File: config.mk
export PLATFORM = sky130hd
export DESIGN_NAME = bbs_bit_generator_top_flat
export DESIGN_NICKNAME = d
export VERILOG_FILES = /design/src/rtl/bbs_pkg.sv /design/src/rtl/bbs_stream_if.sv /design/src/rtl/bbs_datapath.sv /design/src/rtl/bbs_controller.sv /design/src/rtl/bbs_bit_generator_top.sv /design/src/flat_wrapper.sv
export SDC_FILE = /design/constraint.sdc
export NUM_CORES = 1
export LEC_CHECK = 0
export ABC_AREA = 1
export BUFFER_PORTS_ARGS = -buffer_cell sky130_fd_sc_hd__buf_2
export CORE_MARGIN = 2
export CORE_UTILIZATION = 48
export DETAILED_ROUTE_END_ITERATION = 10
export PLACE_DENSITY = 0.63
export SETUP_SLACK_MARGIN = 0.2
export SYNTH_ARGS = -nofsm -noshare
export SYNTH_HDL_FRONTEND = slang
export SYNTH_HIERARCHICAL = 1
export SYNTH_SLANG_ARGS = --single-unit
File: constraint.sdc
create_clock -name i_clk -period 7.7 [get_ports i_clk]
set_input_delay 0.385 -clock i_clk [delete_from_list [all_inputs] [get_ports i_clk]]
set_output_delay 0.385 -clock i_clk [all_outputs]
set_load 0.05 [all_outputs]
File: src/rtl/bbs_pkg.sv
package bbs_pkg;

    localparam int DEF_MOD_WIDTH = 32;
    localparam int FIELD_W       = 32;
    localparam int CFG_IDX_W     = 1;
    localparam int CFG_DATA_W    = 32;

    localparam logic [CFG_IDX_W-1:0]  REG_MODULUS = 1'd0;
    localparam logic [CFG_IDX_W-1:0]  REG_SEED    = 1'd1;

    localparam logic [FIELD_W-1:0] MODULUS_RST = 32'd3;
    localparam logic [FIELD_W-1:0] SEED_RST    = 32'd2;

    typedef struct packed {
        logic reseed;
    } t_req;

    typedef struct packed {
        logic               random_bit;
        logic [FIELD_W-1:0] state_value;
    } t_rsp;

    typedef struct packed {
        logic load;
        logic reduce_step;
        logic sq_init;
        logic sq_from_rem;
        logic dbl_step;
        logic add_step;
        logic commit;
    } t_cmd;

    typedef struct packed {
        logic n_small;
        logic x_below_n;
        logic cnt_zero;
        logic out_free;
    } t_status;

endpackage

File: src/rtl/bbs_stream_if.sv
interface bbs_stream_if #(
    parameter type T = logic
);
    logic valid;
    logic ready;
    T     data;

    modport source (output valid, output data, input ready);
    modport sink   (input valid, input data, output ready);
endinterface

File: src/rtl/bbs_datapath.sv
module bbs_datapath
    import bbs_pkg::*;
#(
    parameter int MOD_WIDTH = DEF_MOD_WIDTH
) (
    input  logic                  i_clk,
    input  logic                  i_rst_n,
    input  logic                  i_cfg_we,
    input  logic [CFG_IDX_W-1:0]  i_cfg_idx,
    input  logic [CFG_DATA_W-1:0] i_cfg_data,
    input  logic                  i_reseed,
    input  t_cmd                  i_cmd,
    output t_status               o_status,
    input  logic                  i_out_ready,
    output logic                  o_out_valid,
    output t_rsp                  o_out_data
);
    localparam int W   = MOD_WIDTH;
    localparam int CW  = $clog2(W);
    localparam logic [CW-1:0] CNT_TOP = CW'(W - 1);

    logic [W-1:0]  r_mod;
    logic [W-1:0]  r_seed;
    logic [W-1:0]  r_state;
    logic [W-1:0]  r_x;
    logic [W-1:0]  r_rem;
    logic [W-1:0]  r_a;
    logic [W-1:0]  r_acc;
    logic [CW-1:0] r_cnt;
    logic          r_out_valid;
    t_rsp          r_out;

    logic [W:0]    n_rem_sum;
    logic [W:0]    n_rem_sub;
    logic [W-1:0]  n_rem;
    logic [W-1:0]  n_addend;
    logic [W:0]    n_sum;
    logic [W:0]    n_sum_sub;
    logic [W-1:0]  n_acc_mod;
    logic          n_out_free;

    // shift one bit of x into the remainder, subtract modulus when it fits
    assign n_rem_sum = {r_rem, r_x[W-1]};
    assign n_rem_sub = n_rem_sum - {1'b0, r_mod};
    assign n_rem     = (n_rem_sum >= {1'b0, r_mod}) ? n_rem_sub[W-1:0] : n_rem_sum[W-1:0];

    // modular add: acc + acc on doubling, acc + a on add
    assign n_addend  = i_cmd.dbl_step ? r_acc : r_a;
    assign n_sum     = {1'b0, r_acc} + {1'b0, n_addend};
    assign n_sum_sub = n_sum - {1'b0, r_mod};
    assign n_acc_mod = (n_sum >= {1'b0, r_mod}) ? n_sum_sub[W-1:0] : n_sum[W-1:0];

    assign n_out_free = !r_out_valid || i_out_ready;

    always_ff @(posedge i_clk) begin
        if (!i_rst_n) begin
            r_mod       <= W'(MODULUS_RST);
            r_seed      <= W'(SEED_RST);
            r_state     <= '0;
            r_out_valid <= 1'b0;
        end else begin
            if (i_cfg_we) begin
                case (i_cfg_idx)
                    REG_MODULUS: r_mod  <= W'(i_cfg_data);
                    REG_SEED:    r_seed <= W'(i_cfg_data);
                    default: ;
                endcase
            end
            if (i_cmd.commit) begin
                r_state     <= r_acc;
                r_out_valid <= 1'b1;
            end else if (i_out_ready) begin
                r_out_valid <= 1'b0;
            end
        end
    end

    always_ff @(posedge i_clk) begin
        if (i_cmd.load) begin
            r_x   <= i_reseed ? r_seed : r_state;
            r_rem <= '0;
            r_cnt <= CNT_TOP;
        end
        if (i_cmd.reduce_step) begin
            r_rem <= n_rem;
            r_x   <= {r_x[W-2:0], 1'b0};
            r_cnt <= r_cnt - 1'b1;
        end
        if (i_cmd.sq_init) begin
            r_a   <= i_cmd.sq_from_rem ? r_rem : r_x;
            r_x   <= i_cmd.sq_from_rem ? r_rem : r_x;
            r_acc <= '0;
            r_cnt <= CNT_TOP;
        end
        if (i_cmd.dbl_step) begin
            r_acc <= n_acc_mod;
        end
        if (i_cmd.add_step) begin
            if (r_x[W-1]) begin
                r_acc <= n_acc_mod;
            end
            r_x   <= {r_x[W-2:0], 1'b0};
            r_cnt <= r_cnt - 1'b1;
        end
        if (i_cmd.commit) begin
            r_out.random_bit  <= r_acc[0];
            r_out.state_value <= FIELD_W'(r_acc);
        end
    end

    assign o_status.n_small   = (r_mod < W'(2));
    assign o_status.x_below_n = (r_x < r_mod);
    assign o_status.cnt_zero  = (r_cnt == '0);
    assign o_status.out_free  = n_out_free;

    assign o_out_valid = r_out_valid;
    assign o_out_data  = r_out;
endmodule

File: src/rtl/bbs_controller.sv
module bbs_controller
    import bbs_pkg::*;
(
    input  logic    i_clk,
    input  logic    i_rst_n,
    input  logic    i_in_valid,
    output logic    o_in_ready,
    input  t_status i_status,
    output t_cmd    o_cmd
);
    typedef enum logic [6:0] {
        S_IDLE   = 7'b0000001,
        S_PREP   = 7'b0000010,
        S_REDUCE = 7'b0000100,
        S_SQINIT = 7'b0001000,
        S_DOUBLE = 7'b0010000,
        S_ADD    = 7'b0100000,
        S_DONE   = 7'b1000000
    } t_state;

    t_state r_state;
    t_state n_state;

    always_ff @(posedge i_clk) begin
        if (!i_rst_n) begin
            r_state <= S_IDLE;
        end else begin
            r_state <= n_state;
        end
    end

    always_comb begin
        n_state    = r_state;
        o_cmd      = '0;
        o_in_ready = 1'b0;
        case (r_state)
            S_IDLE: begin
                o_in_ready = 1'b1;
                if (i_in_valid) begin
                    o_cmd.load = 1'b1;
                    n_state    = S_PREP;
                end
            end
            S_PREP: begin
                if (i_status.n_small) begin
                    o_cmd.sq_init = 1'b1;
                    n_state       = S_DONE;
                end else if (i_status.x_below_n) begin
                    o_cmd.sq_init = 1'b1;
                    n_state       = S_DOUBLE;
                end else begin
                    n_state = S_REDUCE;
                end
            end
            S_REDUCE: begin
                o_cmd.reduce_step = 1'b1;
                if (i_status.cnt_zero) begin
                    n_state = S_SQINIT;
                end
            end
            S_SQINIT: begin
                o_cmd.sq_init     = 1'b1;
                o_cmd.sq_from_rem = 1'b1;
                n_state           = S_DOUBLE;
            end
            S_DOUBLE: begin
                o_cmd.dbl_step = 1'b1;
                n_state        = S_ADD;
            end
            S_ADD: begin
                o_cmd.add_step = 1'b1;
                n_state        = i_status.cnt_zero ? S_DONE : S_DOUBLE;
            end
            S_DONE: begin
                if (i_status.out_free) begin
                    o_cmd.commit = 1'b1;
                    n_state      = S_IDLE;
                end
            end
            default: n_state = S_IDLE;
        endcase
    end
endmodule

File: src/rtl/bbs_bit_generator_top.sv
// Blum Blum Shub bit generator.
// i_req carries one transaction per step: reseed = 1 loads the state with
// seed squared mod N, reseed = 0 squares the current state mod N.
// o_rsp returns one transaction per request: the new state and its low bit.
// The modulus (index 0) and seed (index 1) are written through i_cfg_we,
// i_cfg_idx and i_cfg_data; the user must write them only while no request
// is in flight, as the block itself does not enforce it. When the source
// value is below the modulus, the squaring runs on it directly; otherwise
// it is first reduced mod N, one remainder bit per cycle. A modulus
// below two gives a zero result without squaring.
// The squaring is a shift-and-add modular multiply: a doubling step and
// an add step per operand bit through a single adder and compare.
// Requests are taken one at a time; i_req.ready rises again once the result
// is in the output register, so a new request can start while o_rsp stalls.
// If the previous result is still unclaimed when a new one completes, the
// block holds in its final state until o_rsp.ready frees the register.
// Reset: modulus 3, seed 2, state 0, no result pending.
module bbs_bit_generator_top
    import bbs_pkg::*;
#(
    parameter int MOD_WIDTH = DEF_MOD_WIDTH
) (
    input  logic                  i_clk,
    input  logic                  i_rst_n,
    bbs_stream_if.sink            i_req,
    bbs_stream_if.source          o_rsp,
    input  logic                  i_cfg_we,
    input  logic [CFG_IDX_W-1:0]  i_cfg_idx,
    input  logic [CFG_DATA_W-1:0] i_cfg_data
);
    t_cmd    cmd;
    t_status status;
    t_req    req_data;
    t_rsp    rsp_data;
    logic    in_ready;
    logic    out_valid;

    assign req_data    = i_req.data;
    assign i_req.ready = in_ready;
    assign o_rsp.valid = out_valid;
    assign o_rsp.data  = rsp_data;

    bbs_controller u_ctrl (
        .i_clk      (i_clk),
        .i_rst_n    (i_rst_n),
        .i_in_valid (i_req.valid),
        .o_in_ready (in_ready),
        .i_status   (status),
        .o_cmd      (cmd)
    );

    bbs_datapath #(
        .MOD_WIDTH (MOD_WIDTH)
    ) u_dp (
        .i_clk       (i_clk),
        .i_rst_n     (i_rst_n),
        .i_cfg_we    (i_cfg_we),
        .i_cfg_idx   (i_cfg_idx),
        .i_cfg_data  (i_cfg_data),
        .i_reseed    (req_data.reseed),
        .i_cmd       (cmd),
        .o_status    (status),
        .i_out_ready (o_rsp.ready),
        .o_out_valid (out_valid),
        .o_out_data  (rsp_data)
    );
endmodule
File: src/flat_wrapper.sv
// flat-port wrapper written by rule: the top's interface ports become plain ports
module bbs_bit_generator_top_flat import bbs_pkg::*;
#(
    parameter int MOD_WIDTH = DEF_MOD_WIDTH
)
  (i_clk, i_rst_n, i_cfg_we, i_cfg_idx, i_cfg_data, i_req_valid, i_req_data, i_req_ready, o_rsp_valid, o_rsp_data, o_rsp_ready);
  bbs_stream_if i_req_i ();
  bbs_stream_if o_rsp_i ();
  input  logic i_clk;
  input  logic i_rst_n;
  input  logic i_cfg_we;
  input  logic [CFG_IDX_W-1:0] i_cfg_idx;
  input  logic [CFG_DATA_W-1:0] i_cfg_data;
  input wire logic [$bits(i_req_i.valid)-1:0] i_req_valid;
  input wire logic [$bits(i_req_i.data)-1:0] i_req_data;
  output wire logic [$bits(i_req_i.ready)-1:0] i_req_ready;
  output wire logic [$bits(o_rsp_i.valid)-1:0] o_rsp_valid;
  output wire logic [$bits(o_rsp_i.data)-1:0] o_rsp_data;
  input wire logic [$bits(o_rsp_i.ready)-1:0] o_rsp_ready;
  assign i_req_i.valid = i_req_valid;
  assign i_req_i.data = i_req_data;
  assign i_req_ready = i_req_i.ready;
  assign o_rsp_valid = o_rsp_i.valid;
  assign o_rsp_data = o_rsp_i.data;
  assign o_rsp_i.ready = o_rsp_ready;
  bbs_bit_generator_top #(.MOD_WIDTH(MOD_WIDTH)) u_core (.i_clk(i_clk), .i_rst_n(i_rst_n), .i_req(i_req_i), .o_rsp(o_rsp_i), .i_cfg_we(i_cfg_we), .i_cfg_idx(i_cfg_idx), .i_cfg_data(i_cfg_data));
endmodule
# Word-level counts from Yosys, hierarchy flattened
# Cells that the tools add are included.
dict set report word_totals {
  register_bits 238
  latch_bits 0
  ramBits 0
  romBits 0
  inputBits 39
  out_inout_bits 3
  elab_cells 81
  n_memories 0
}
dict set report classes {
  n_addsub 4
  multipliers 0
  div 0
  magnitude_cmp 4
  n_eq_ne 10
  shifts 0
  muxes 40
  n_bitwise 1
  n_reduce_logical 10
}
# op count
set op_table {}
lappend op_table {{32-bit 2-to-1 mux} 15}
lappend op_table {{33-bit by 32-bit greater-or-equal comparator with 1-bit output} 2}
lappend op_table {{32-bit subtractor} 2}
lappend op_table {{7-bit one-hot mux with 7 select lines} 1}
lappend op_table {{7-bit 2-to-1 mux} 5}
lappend op_table {{32-bit by 32-bit adder with 33-bit output} 1}
lappend op_table {{32-bit by 2-bit < comparator with 1-bit output, second input constant} 1}
lappend op_table {{32-bit < comparator} 1}
lappend op_table {{5-bit 2-to-1 mux} 5}
lappend op_table {{1-bit 2-to-1 mux} 13}
lappend op_table {{7-bit by 1-bit equality test with 1-bit output, second input constant} 1}
lappend op_table {{7-bit by 2-bit equality test with 1-bit output, second input constant} 1}
lappend op_table {{7-bit by 3-bit equality test with 1-bit output, second input constant} 1}
lappend op_table {{7-bit by 4-bit equality test with 1-bit output, second input constant} 1}
lappend op_table {{7-bit by 5-bit equality test with 1-bit output, second input constant} 1}
lappend op_table {{7-bit by 6-bit equality test with 1-bit output, second input constant} 1}
lappend op_table {{7-bit equality test, second input constant} 1}
lappend op_table {{2-bit inequality test, second input constant} 3}
lappend op_table {{5-bit zero test} 1}
lappend op_table {{5-bit by 1-bit subtractor with 5-bit output, second input constant} 1}
lappend op_table {{2-bit AND reduction} 2}
lappend op_table {{2-bit nonzero test} 2}
lappend op_table {{4-bit nonzero test} 1}
lappend op_table {{3-bit AND reduction} 1}
lappend op_table {{other kinds (5)} 5}

# Logic depth before layout (Yosys ltp)
# Gate-level depths: netlist (run 1).
dict set report logic_depth {
  depth_word 9
  mapped_depth 36
  mapped_depth_nobuf 35
}

# Modules after synthesis
# The synthesis (run 1) kept the hierarchy.
# module instances cells_per_inst area_each_um2 seq_area_each_um2
set by_module_without_submodules {}
lappend by_module_without_submodules {bbs_datapath 1 2911 19513.7 6566.3}
lappend by_module_without_submodules {bbs_controller 1 81 513.0 140.1}

# Worst setup path before layout (run 1)
# Ideal clock, no wire load.
dict set report synth_path {
  path_kind {register to register}
  from {register u_core.u_dp.r_out_valid (netlist: u_core/u_dp/o_out_valid)}
  to {register u_core.u_dp.r_state[31]}
  setup_ns 0.116
  t_arrival_ns 4.883
  required_ns 7.584
  slack_ns 2.702
  stages_incl_launch_ff 11
  n_path_buf 4
  synth_period_minus_slack_ns 4.998
  path_cell_list {dfxtp_1 nand2_1 buf_4 inv_1 nor4_1 clkbuf_1 inv_1 clkbuf_1 clkbuf_1 nor2_1 nor2_1}
}
# item line
set synth_lines {}
lappend synth_lines {{from (decl)} bbs_datapath.sv:30} ;# logic r_out_valid;
lappend synth_lines {{from (signal assigned)} bbs_datapath.sv:60} ;# r_out_valid <= 1'b0;
lappend synth_lines {{from (signal assigned)} bbs_datapath.sv:71} ;# r_out_valid <= 1'b1;
lappend synth_lines {{from (signal assigned)} bbs_datapath.sv:73} ;# r_out_valid <= 1'b0;
lappend synth_lines {{to (signal assigned)} bbs_datapath.sv:70} ;# r_state <= r_acc;
lappend synth_lines {{to (decl)} bbs_datapath.sv:24} ;# logic [W-1:0] r_state;

==> metrics.md, run 1 <==
| Metric | Value |
|---|---|
| Status | complete, no violations |
| Worst Hold Path EP | u_core/u_dp/r_seed[1] |
| R2R Path Start | u_core/u_ctrl/r_state[2] |
| CTS H-tree depth | 1 |
| Synth-to-layout area growth | 8.180% |
| VDD IR max | 0.1687 mV |
| Vias | 18,940 |
| F_max | 0.1662 GHz |
| Reg2reg end | u_core/u_dp/r_acc[28] |
| Root buffer cell | clkbuf_16 |
| Fin worst setup slack | 1.684 ns |
| Vias/cell | 5.402 |
| Startpoint types | register |
| Placed cell area | 19,660 um^2 |
| Number of max-cap violations | 0 |
| Worst r2r path cells | 34 |
| Clk_skew | 0.03931 ns |
| HP Start | i_cfg_data[1] |
| Hold Crit Class | in -> reg |
| Hold Crit Depth | 3 |
| Gate Count Post-Synth | 2,960 |
| GRT Resource Usage Total | 31.28% |
| Leakage | 10.27 nW |
| Max Slew Vio Count | 0 |
| Die footprint | 41,380 um^2 |
| Initial antenna violation count | 3 |
| Vias in the first global route | 18,070 |
| Clk pin slew, worst setup/hold paths | 0.06 ns |
| Rows | 73 |
| Fraction of layout cells with a size suffix above 1 | 6.980% |
| GRT Residual Overflow | 0 |
| Period minus WS final | 6.016 ns |
| Mapped Avg Cell Area | 6.449 um^2 |
| Core area | 39,460 um^2 |
| Starting Density | 48.38% |
| Fin crit share | 78.13% |
| Crit. End Element | register |
| Routed Antenna Nets | 0 |
| GP Congestion | 0.9768 |
| Final WL | 65,420 um |
| Slowest CP cell | inv_2 |
| Final hold vios | 0 |
| Worst reg-to-reg setup slack | 1.68 ns |
| CTS max path bufs | 3 |
| Post-Syn Area | 19,090 um^2 |
| Slowest stage delay, CP | 0.58 ns |
| Top Family by Delay on Critical Path | simple AND/OR/NAND/NOR gates |
| Residual DRC | 0 |
| Drt pass-1 iters | 5 |
| Cts repair resizes | 0 |
| CTS buffer count | 27 |
| PwrDens | 281.7 nW/um^2 |
| Worst slew margin | 24.26% |
| HPWL Detailed | 52,380 um |
| Detailed Route Iter0 Violations | 1,474 |
| Post-CTS setup buffer count | 0 |
| Setup Crit Path Kind | reg -> reg |
| Critical Path RT | 8.13 ns |
| CTS tree | done |
| Worst path bufs/invs | 5 |
| Cell mode on critical path | nand2_1 |
| Port Buf Inserts | 41 |
| CP max FO | 46 |
| Place WS | 1.718 ns |
| YS warnings | 6 |
| Largest net degree at the start of global routing | 104 |
| Worst slew pin tran | 1.136 ns |
| Die height | 203.4 um |
| Routed len/inst | 18.66 um |
| Final net count | 3,130 |
| Crit path DAT | 6.45 ns |
| IO Count | 42 |
| Hold_buf cts | 0 |
| Clock Latency Late Sink | 0.57 ns |
| Total negative slack | 0 ns |
| RSZ-0062 raised after global routing | false |
| Die width | 203.4 um |
| Syn Nets | 3,131 |
| Clk sinks | 238 |
| Design area | 20,650 um^2 |
| Number of fill cells | 4,129 |
| Setup-failing EPs final | 0 |
| First-pass GRT wire length | 100,300 um |
==> metal layers <==
layer / vias up / GRT usage [%] / part of all wire (%)
li1: 9458 / - / -
met1: 8739 / 43.36 / 46
met2: 631 / 50.35 / 44
met3: 109 / 3.404 / 6.4
met4: 2 / 11.50 / 3.7
met5: - / 0 / 0.017
==> power breakdown <==
group	switching (W)	internal, W
logic	0.00194	0.000912
clock network	0.000561	0.000874
registers	0.0000868	0.00144
total	0.00259	0.00323
==> stage by stage <==
| step | total power, W | hold WS (ns) | std cells | util [%] |
|---|---|---|---|---|
| 2_1_floorplan | 0.003595 | 0.4292 | 2960 | - |
| 3_3_place_gp | 0.004329 | 0.4443 | 3455 | 49.83 |
| 3_5_place_dp | 0.004343 | 0.4516 | 3455 | 49.83 |
| 4_1_cts | 0.005785 | 0.04805 | 3505 | 52.33 |
| 5_1_grt | 0.006221 | 0.08408 | 3506 | 52.33 |
| 6_report | 0.005817 | 0.07631 | 3506 | 52.33 |
==> placed cells by master (no fill, tap or decap), drive strengths merged, types with 6 or more instances in the layout <==
| cell | count |
|---|---|
| inv | 494 |
| a22oi | 29 |
| xor2 | 31 |
| nor3 | 21 |
| clkinv | 8 |
| buf | 61 |
| and2 | 7 |
| xnor2 | 19 |
| nor2 | 334 |
| nand2 | 894 |
| ha | 129 |
| nor4 | 11 |
| clkbuf | 35 |
| edfxtp | 101 |
| dfxtp | 137 |
| nand4 | 33 |
| or2 | 6 |
| a21oi | 162 |
| nand3b | 8 |
| o22ai | 27 |
| nand3 | 186 |
| o21bai | 12 |
| o21ai | 198 |
| o211ai | 7 |
==> worst min-delay path: stages <==
cell	delay, ns
buf_2	0.11
nand2_1	0.06
nand3_1	0.06
==> worst max-delay path by stage <==
stage	slack, ns	from	to	cells past startpoint
detailed placement	1.72	u_core/u_ctrl/r_state[2]	u_core/u_dp/r_acc[28]	34
global placement	1.82	u_core/u_ctrl/r_state[0]	u_core/u_dp/r_acc[26]	34
finish	1.68	u_core/u_ctrl/r_state[2]	u_core/u_dp/r_acc[28]	34
floorplan	3.01	u_core/u_ctrl/r_state[0]	u_core/u_dp/r_cnt[0]	5
global route	1.19	u_core/u_ctrl/r_state[0]	u_core/u_dp/r_acc[26]	34
CTS	1.69	u_core/u_ctrl/r_state[2]	u_core/u_dp/r_acc[28]	34
==> state kept, by name, indices dropped and copies added, names as in the netlist <==
register and flops:
u_core/u_dp/r_acc 32, u_core/u_dp/o_out_data 1, u_core/u_dp/r_a 32, u_core/u_dp/r_x 32, u_core/u_dp/r_state 32, u_core/u_dp/r_cnt 5, u_core/u_dp/r_seed 32, u_core/u_dp/r_mod 32
u_core/u_dp/o_out_valid 1, u_core/u_ctrl/r_state 7, u_core/u_dp/r_rem 32
==> final cells by class <==
type | count | area [um^2] | share of cell area, %
multi-input combinational | 2137 | 11020 | 53.36
sequential | 238 | 5776 | 27.97
inverter | 494 | 1856 | 8.986
clock buffer | 35 | 768.2 | 3.720
tap | 525 | 656.9 | 3.181
timing repair buffer | 61 | 355.3 | 1.721
clock inverter | 15 | 217.7 | 1.054
antenna | 1 | 2.502 | 0.01212
(Power assumes the default switching activity.)
==> run 2, diff against run 1 <==
- clock period: 7.7 -> 6 ns (I/O delays scaled with it)
==> run 2 against run 1 <==
Effect of this change:
- clock skew decreased by 0.024 ns
- global-route usage about the same
- sequential share of layout area about the same
- clock power increased by 16%
- largest power group unchanged
==> metrics.md, run 2 (synthesis results as in run 1) <==
| Metric | Value |
|---|---|
| Crit path DAT | 5.72 ns (-0.73 ns) |
| Setup crit start | u_core/u_ctrl/r_state[0] |
| Slowest stage delay, CP | 0.47 ns (-0.11 ns) |
| Synth-to-layout area growth | 8.298% |
| Die width | 203.4 um (unchanged) |
| RSZ-0062 raised after global routing | false |
| F_max | 0.1898 GHz (+14%) |
| Post-CTS setup buffer count | 0 (unchanged) |
| IO Count | 42 (unchanged) |
| VDD IR max | 0.2008 mV (+19%) |
| Die height | 203.4 um (unchanged) |
| Hold_buf cts | 4 (+4) |
| Routed Antenna Nets | 0 (unchanged) |
| Worst slew pin tran | 1.031 ns (-0.1053 ns) |
| CTS tree | done |
| R2R Path Start | u_core/u_ctrl/r_state[0] |
| Total negative slack | 0 ns (unchanged) |
| Max Slew Vio Count | 0 (unchanged) |
| First-pass GRT wire length | 100,500 um (+0.15%) |
| Cts repair resizes | 0 (unchanged) |
| Final WL | 65,130 um (-0.44%) |
| Routed len/inst | 18.52 um (-0.73%) |
| Number of max-cap violations | 0 (unchanged) |
| Worst path depth | 27 (-21%) |
| Final net count | 3,141 (+0.35%) |
| Vias/cell | 5.395 (-0.13%) |
| Period minus WS final | 5.269 ns (-0.7470 ns) |
| CTS max path bufs | 3 (unchanged) |
| PwrDens | 352.6 nW/um^2 (+25%) |
| Drt pass-1 iters | 5 (unchanged) |
| Fraction of layout cells with a size suffix above 1 | 7.121% (+0.14 points) |
| Crit. End Element | register |
| Port Buf Inserts | 41 (unchanged) |
| Rows | 73 (unchanged) |
| HPWL Detailed | 52,280 um (-0.19%) |
| Vias in the first global route | 18,210 (+0.80%) |
| CTS buffer count | 27 (unchanged) |
| Vias | 18,970 (+0.16%) |
| Die footprint | 41,380 um^2 (unchanged) |
| Worst path bufs/invs | 3 (-2) |
| Status | complete, no violations |
| HP Start | i_cfg_data[3] |
| Ant diodes | 0 (-1) |
| Most frequent cells in the layout | nand2_1 (879), inv_1 (480), nor2_1 (315) |
| Worst slew margin | 31.20% (+6.9 points) |
| Fin crit share | 87.82% (+9.7 points) |
| Setup Crit Path Kind | reg -> reg |
| Clock Latency Late Sink | 0.56 ns (about the same) |
| Top Family by Delay on Critical Path | simple AND/OR/NAND/NOR gates |
| Hold Crit Depth | 3 (unchanged) |
| Initial antenna violation count | 0 (-3) |
| Startpoint types | register |
| Residual DRC | 0 (unchanged) |
| Slowest CP cell | fa_1 |
| Clk sinks | 238 (unchanged) |
| CP max FO | 32 (-30%) |
| Cell mode on critical path | nand2_1 |
| CTS H-tree depth | 1 (unchanged) |
| Starting Density | 48.38% (unchanged) |
| Leakage | 10.30 nW (+0.25%) |
| Critical Path RT | 6.45 ns (-1.68 ns) |
| Clk pin slew, worst setup/hold paths | 0.06 ns (about the same) |
| Hold Crit Class | in -> reg |
| Worst r2r path cells | 27 (-21%) |
| Setup-failing EPs final | 0 (unchanged) |
| Largest net degree at the start of global routing | 104 (unchanged) |
| Final hold vios | 0 (unchanged) |
| Final hold slack | 0.02866 ns (-0.04765 ns) |
| GRT Residual Overflow | 0 (unchanged) |
| GP Congestion | 0.9868 (+1.0%) |
| Root buffer cell | clkbuf_16 |
| Detailed Route Iter0 Violations | 1,750 (+19%) |
| Clk_skew | 0.01559 ns (-0.02372 ns) |
| Core area | 39,460 um^2 (unchanged) |
| Commonest non-fill, non-tap cell in the layout | nand2_1 |
| GRT Resource Usage Total | 31.25% (about the same) |
-- run 2: layout make-up --
type,count,area (um^2)
Inverter,494,1856
Clock inverter,11,76.32
Timing Repair Buffer,72,460.4
Tap cell,525,656.9
Multi-Input combinational cell,2137,11010
Fill cell,4063,18790
Sequential cell,238,5776
Clock buffer,39,835.8
-- run 2: power breakdown --
group	internal (W)	total, W	switching (W)
registers	0.00185	0.00196	0.000113
clock network	0.000975	0.00167	0.000700
logic	0.00118	0.00365	0.00248
-- run 2: through the flow --
step                      cell area, um^2  instances  power (W)  util, %  setup WS [ns]
after floorplan                     19090       2960   0.004614        -          1.306
after global placement              19720       3462   0.005543    49.98         0.9145
after detailed placement            19720       3462   0.005559    49.98         0.7865
after CTS                           20670       3516   0.007248    52.39         0.7607
after global routing                20670       3516   0.007802    52.39         0.2438
final                               20670       3516   0.007290    52.39         0.7308
-- run 2: path summary, 6_finish.rpt --
check                           endpoint  slack [ns]
setup / recovery   u_core/u_dp/r_acc[24]        0.73
hold / removal     u_core/u_dp/r_seed[3]        0.03
setup reg to reg   u_core/u_dp/r_acc[24]        0.73
hold reg to reg   u_core/u_dp/r_seed[31]        0.46
-- run 2: per-layer routing --
metal	global-route usage [%]	vias to the layer above	routed length [um]
li1	-	9472	-
met1	42.21	8813	28990
met2	53.07	593	29870
met3	3.228	91	4559
met4	8.707	0	1702
met5	0	-	0
-- run 2: tightest hold or removal path, stage by stage --
cell	delay [ns]
buf_2	0.09
o21ai_0	0.08
nor2_1	0.08
==> run 3, diff against run 2 <==
- ABC_AREA: 1 -> not set
- SLEW_MARGIN: not set -> 40
==> run 3 against run 2 <==
Effect of this change:
- global-route usage is 4.5 points lower
- design area is 6.0% lower
- die area is 12% lower
- non-clock buffer count is 49 higher
==> metrics.md, run 3 <==
| Metric | Value |
|---|---|
| Status | complete, no violations |
| Top Family by Delay on Critical Path | simple AND/OR/NAND/NOR gates |
| Placed cell area | 17,580 um^2 (-11%) |
| GRT Resource Usage Total | 26.79% (-4.5 points) |
| Die height | 191.0 um (-6.1%) |
| Core area | 34,460 um^2 (-13%) |
| First-pass GRT wire length | 76,690 um (-24%) |
| Setup-failing EPs final | 0 (unchanged) |
| PwrDens | 449.2 nW/um^2 (+27%) |
| Port Buf Inserts | 41 (unchanged) |
| HPWL Detailed | 36,260 um (-31%) |
| Vias in the first global route | 13,660 (-25%) |
| Mapped Avg Cell Area | 8.865 um^2 (+37%) |
| Crit path DAT | 6.21 ns (+0.49 ns) |
| Leakage | 7.378 nW (-28%) |
| IO Count | 42 (unchanged) |
| Starting Density | 48.70% (+0.33 points) |
| Post-Syn Area | 16,780 um^2 (-12%) |
| Critical Path RT | 6.41 ns (-0.04 ns) |
| Startpoint types | register |
| GP Congestion | 0.9538 (-3.3%) |
| Routed Antenna Nets | 0 (unchanged) |
| Worst slew margin | 46.77% (+16 points) |
| Final net count | 2,106 (-33%) |
| Max Slew Vio Count | 0 (unchanged) |
| Total negative slack | 0 ns (unchanged) |
| Die width | 191.0 um (-6.1%) |
| Worst reg-to-reg setup slack | 0.21 ns (-0.52 ns) |
| CTS H-tree depth | 1 (unchanged) |
| Number of fill cells | 3,061 (-25%) |
| Vias/cell | 6.063 (+12%) |
| Final hold vios | 0 (unchanged) |
| Rows | 68 (-6.8%) |
| CTS max path bufs | 3 (unchanged) |
| Slowest CP cell | or3_4 |
| Fin crit share | 96.55% (+8.7 points) |
| Hold Crit Class | in -> reg |
| Routed len/inst | 20.97 um (+13%) |
| Clk pin slew, worst setup/hold paths | 0.07 ns (about the same) |
| Residual DRC | 0 (unchanged) |
| Fraction of layout cells with a size suffix above 1 | 18.52% (+11 points) |
| RSZ-0062 raised after global routing | false |
| Crit. End Element | register |
| Clk sinks | 238 (unchanged) |
| Period minus WS final | 5.793 ns (+0.5235 ns) |
| YS warnings | 6 (unchanged) |
| Worst path bufs/invs | 4 (+1) |
| Gate Count Post-Synth | 1,893 (-36%) |
| CTS tree | done |
| Vias | 14,610 (-23%) |
| CTS buffer count | 27 (unchanged) |
| Die footprint | 36,480 um^2 (-12%) |
| Number of max-cap violations | 0 (unchanged) |
| Commonest non-fill, non-tap cell in the layout | nand2_1 |
| VDD IR max | 0.2642 mV (+32%) |
| Worst slew pin tran | 0.7984 ns (-0.2324 ns) |
| Clk_skew | 0.01061 ns (-0.004973 ns) |
| Most frequent cells in the layout | nand2_1 (235), a21oi_1 (146), dfxtp_1 (135) |
| F_max | 0.1726 GHz (-9.0%) |
| Final WL | 50,530 um (-22%) |
| Ant diodes | 0 (unchanged) |
| Design area | 19,440 um^2 (-6.0%) |
| Synth-to-layout area growth | 15.83% |
| Initial antenna violation count | 0 (unchanged) |
| Drt pass-1 iters | 5 (unchanged) |
| Clock Latency Late Sink | 0.55 ns (about the same) |
| Syn Nets | 2,064 (-34%) |
| Setup Crit Path Kind | reg -> reg |
| Slowest stage delay, CP | 0.41 ns (-0.06 ns) |
| CP max FO | 18 (-44%) |
| Root buffer cell | clkbuf_16 |
| Crit-path cells | or3_4, nor4_4, buf_6, mux2_4, ha_4, fa_2, a211oi_2, o211ai_1, a211oi_2, buf_4, o31a_1, and2_4, xnor2_4, ha_4, buf_4, nand4_1, or3_1, nor4_2, nor3_2, o311ai_4, buf_12, mux2i_1, a21oi_1 |
| Detailed Route Iter0 Violations | 1,281 (-27%) |
| Largest net degree at the start of global routing | 65 (-38%) |
| GRT Residual Overflow | 0 (unchanged) |
## run 3: power breakdown
| group | switching [W] | total (W) | internal [W] |
|---|---|---|---|
| registers | 0.000241 | 0.00217 | 0.00193 |
| logic | 0.00265 | 0.00469 | 0.00204 |
| clock network | 0.000707 | 0.00187 | 0.00117 |
| total | 0.00360 | 0.00873 | 0.00513 |
## run 3: final timing paths
kind / depth (start not counted) / to / start
worst min-delay path: 3 / u_core/u_dp/r_mod[8] / i_cfg_data[8]
worst max register to register: 23 / u_core/u_dp/r_acc[17] / u_core/u_ctrl/r_state[1]
worst max-delay path: 23 / u_core/u_dp/r_acc[17] / u_core/u_ctrl/r_state[1]
worst min register to register: 2 / u_core/u_dp/r_seed[25] / u_core/u_dp/r_seed[25]
## run 3: per-layer routing
| layer | vias up | GRT usage (%) | wire [um] |
|---|---|---|---|
| met5 | - | 0 | 0 |
| met4 | 0 | 5.695 | 977 |
| met3 | 72 | 3.360 | 3836 |
| met2 | 530 | 40.97 | 22060 |
| met1 | 7005 | 40.19 | 23650 |
| li1 | 7005 | - | - |
## run 3: worst min-delay path, stage by stage
cell and delay (ns):
buf_2 0.11, nand2_1 0.05, a21boi_0 0.06
## run 3: layout make-up
class / count / area [um^2] / share of cell area (%)
Inverter: 59 / 221.5 / 1.139
Tap cell: 455 / 569.3 / 2.929
Clock inverter: 21 / 321.6 / 1.654
Clock buffer: 28 / 679.4 / 3.495
Multi-Input combinational cell: 1488 / 10890 / 56.04
Sequential cell: 238 / 5783 / 29.75
Timing Repair Buffer: 121 / 970.9 / 4.995
## run 3: stage by stage
step | cells | setup WS [ns] | power, W | hold WS, ns | utilization [%]
3_3_place_gp | 2330 | 0.08756 | 0.006079 | 0.4463 | 50.97
2_1_floorplan | 1893 | 0.2365 | 0.005090 | 0.4240 | -
4_1_cts | 2384 | 0.2222 | 0.008153 | 0.001013 | 54.43
3_5_place_dp | 2330 | 0.02798 | 0.006126 | 0.4540 | 51.03
6_report | 2410 | 0.2073 | 0.008731 | 0.01669 | 56.41
5_1_grt | 2410 | 0.04402 | 0.009272 | 0.01654 | 56.41
## run 3: repair_timing
| item | in CTS | in global routing |
|---|---|---|
| gates cloned | 2 | 3 |
| buffers inserted | 1 | 22 |
| endpoints found under the setup margin | 32 | 32 |
| hold buffers | 2 | 0 |
| gates resized for setup | 13 | 97 |
| pin swaps | 3 | 29 |
| endpoints found under the hold margin | 2 | 0 |
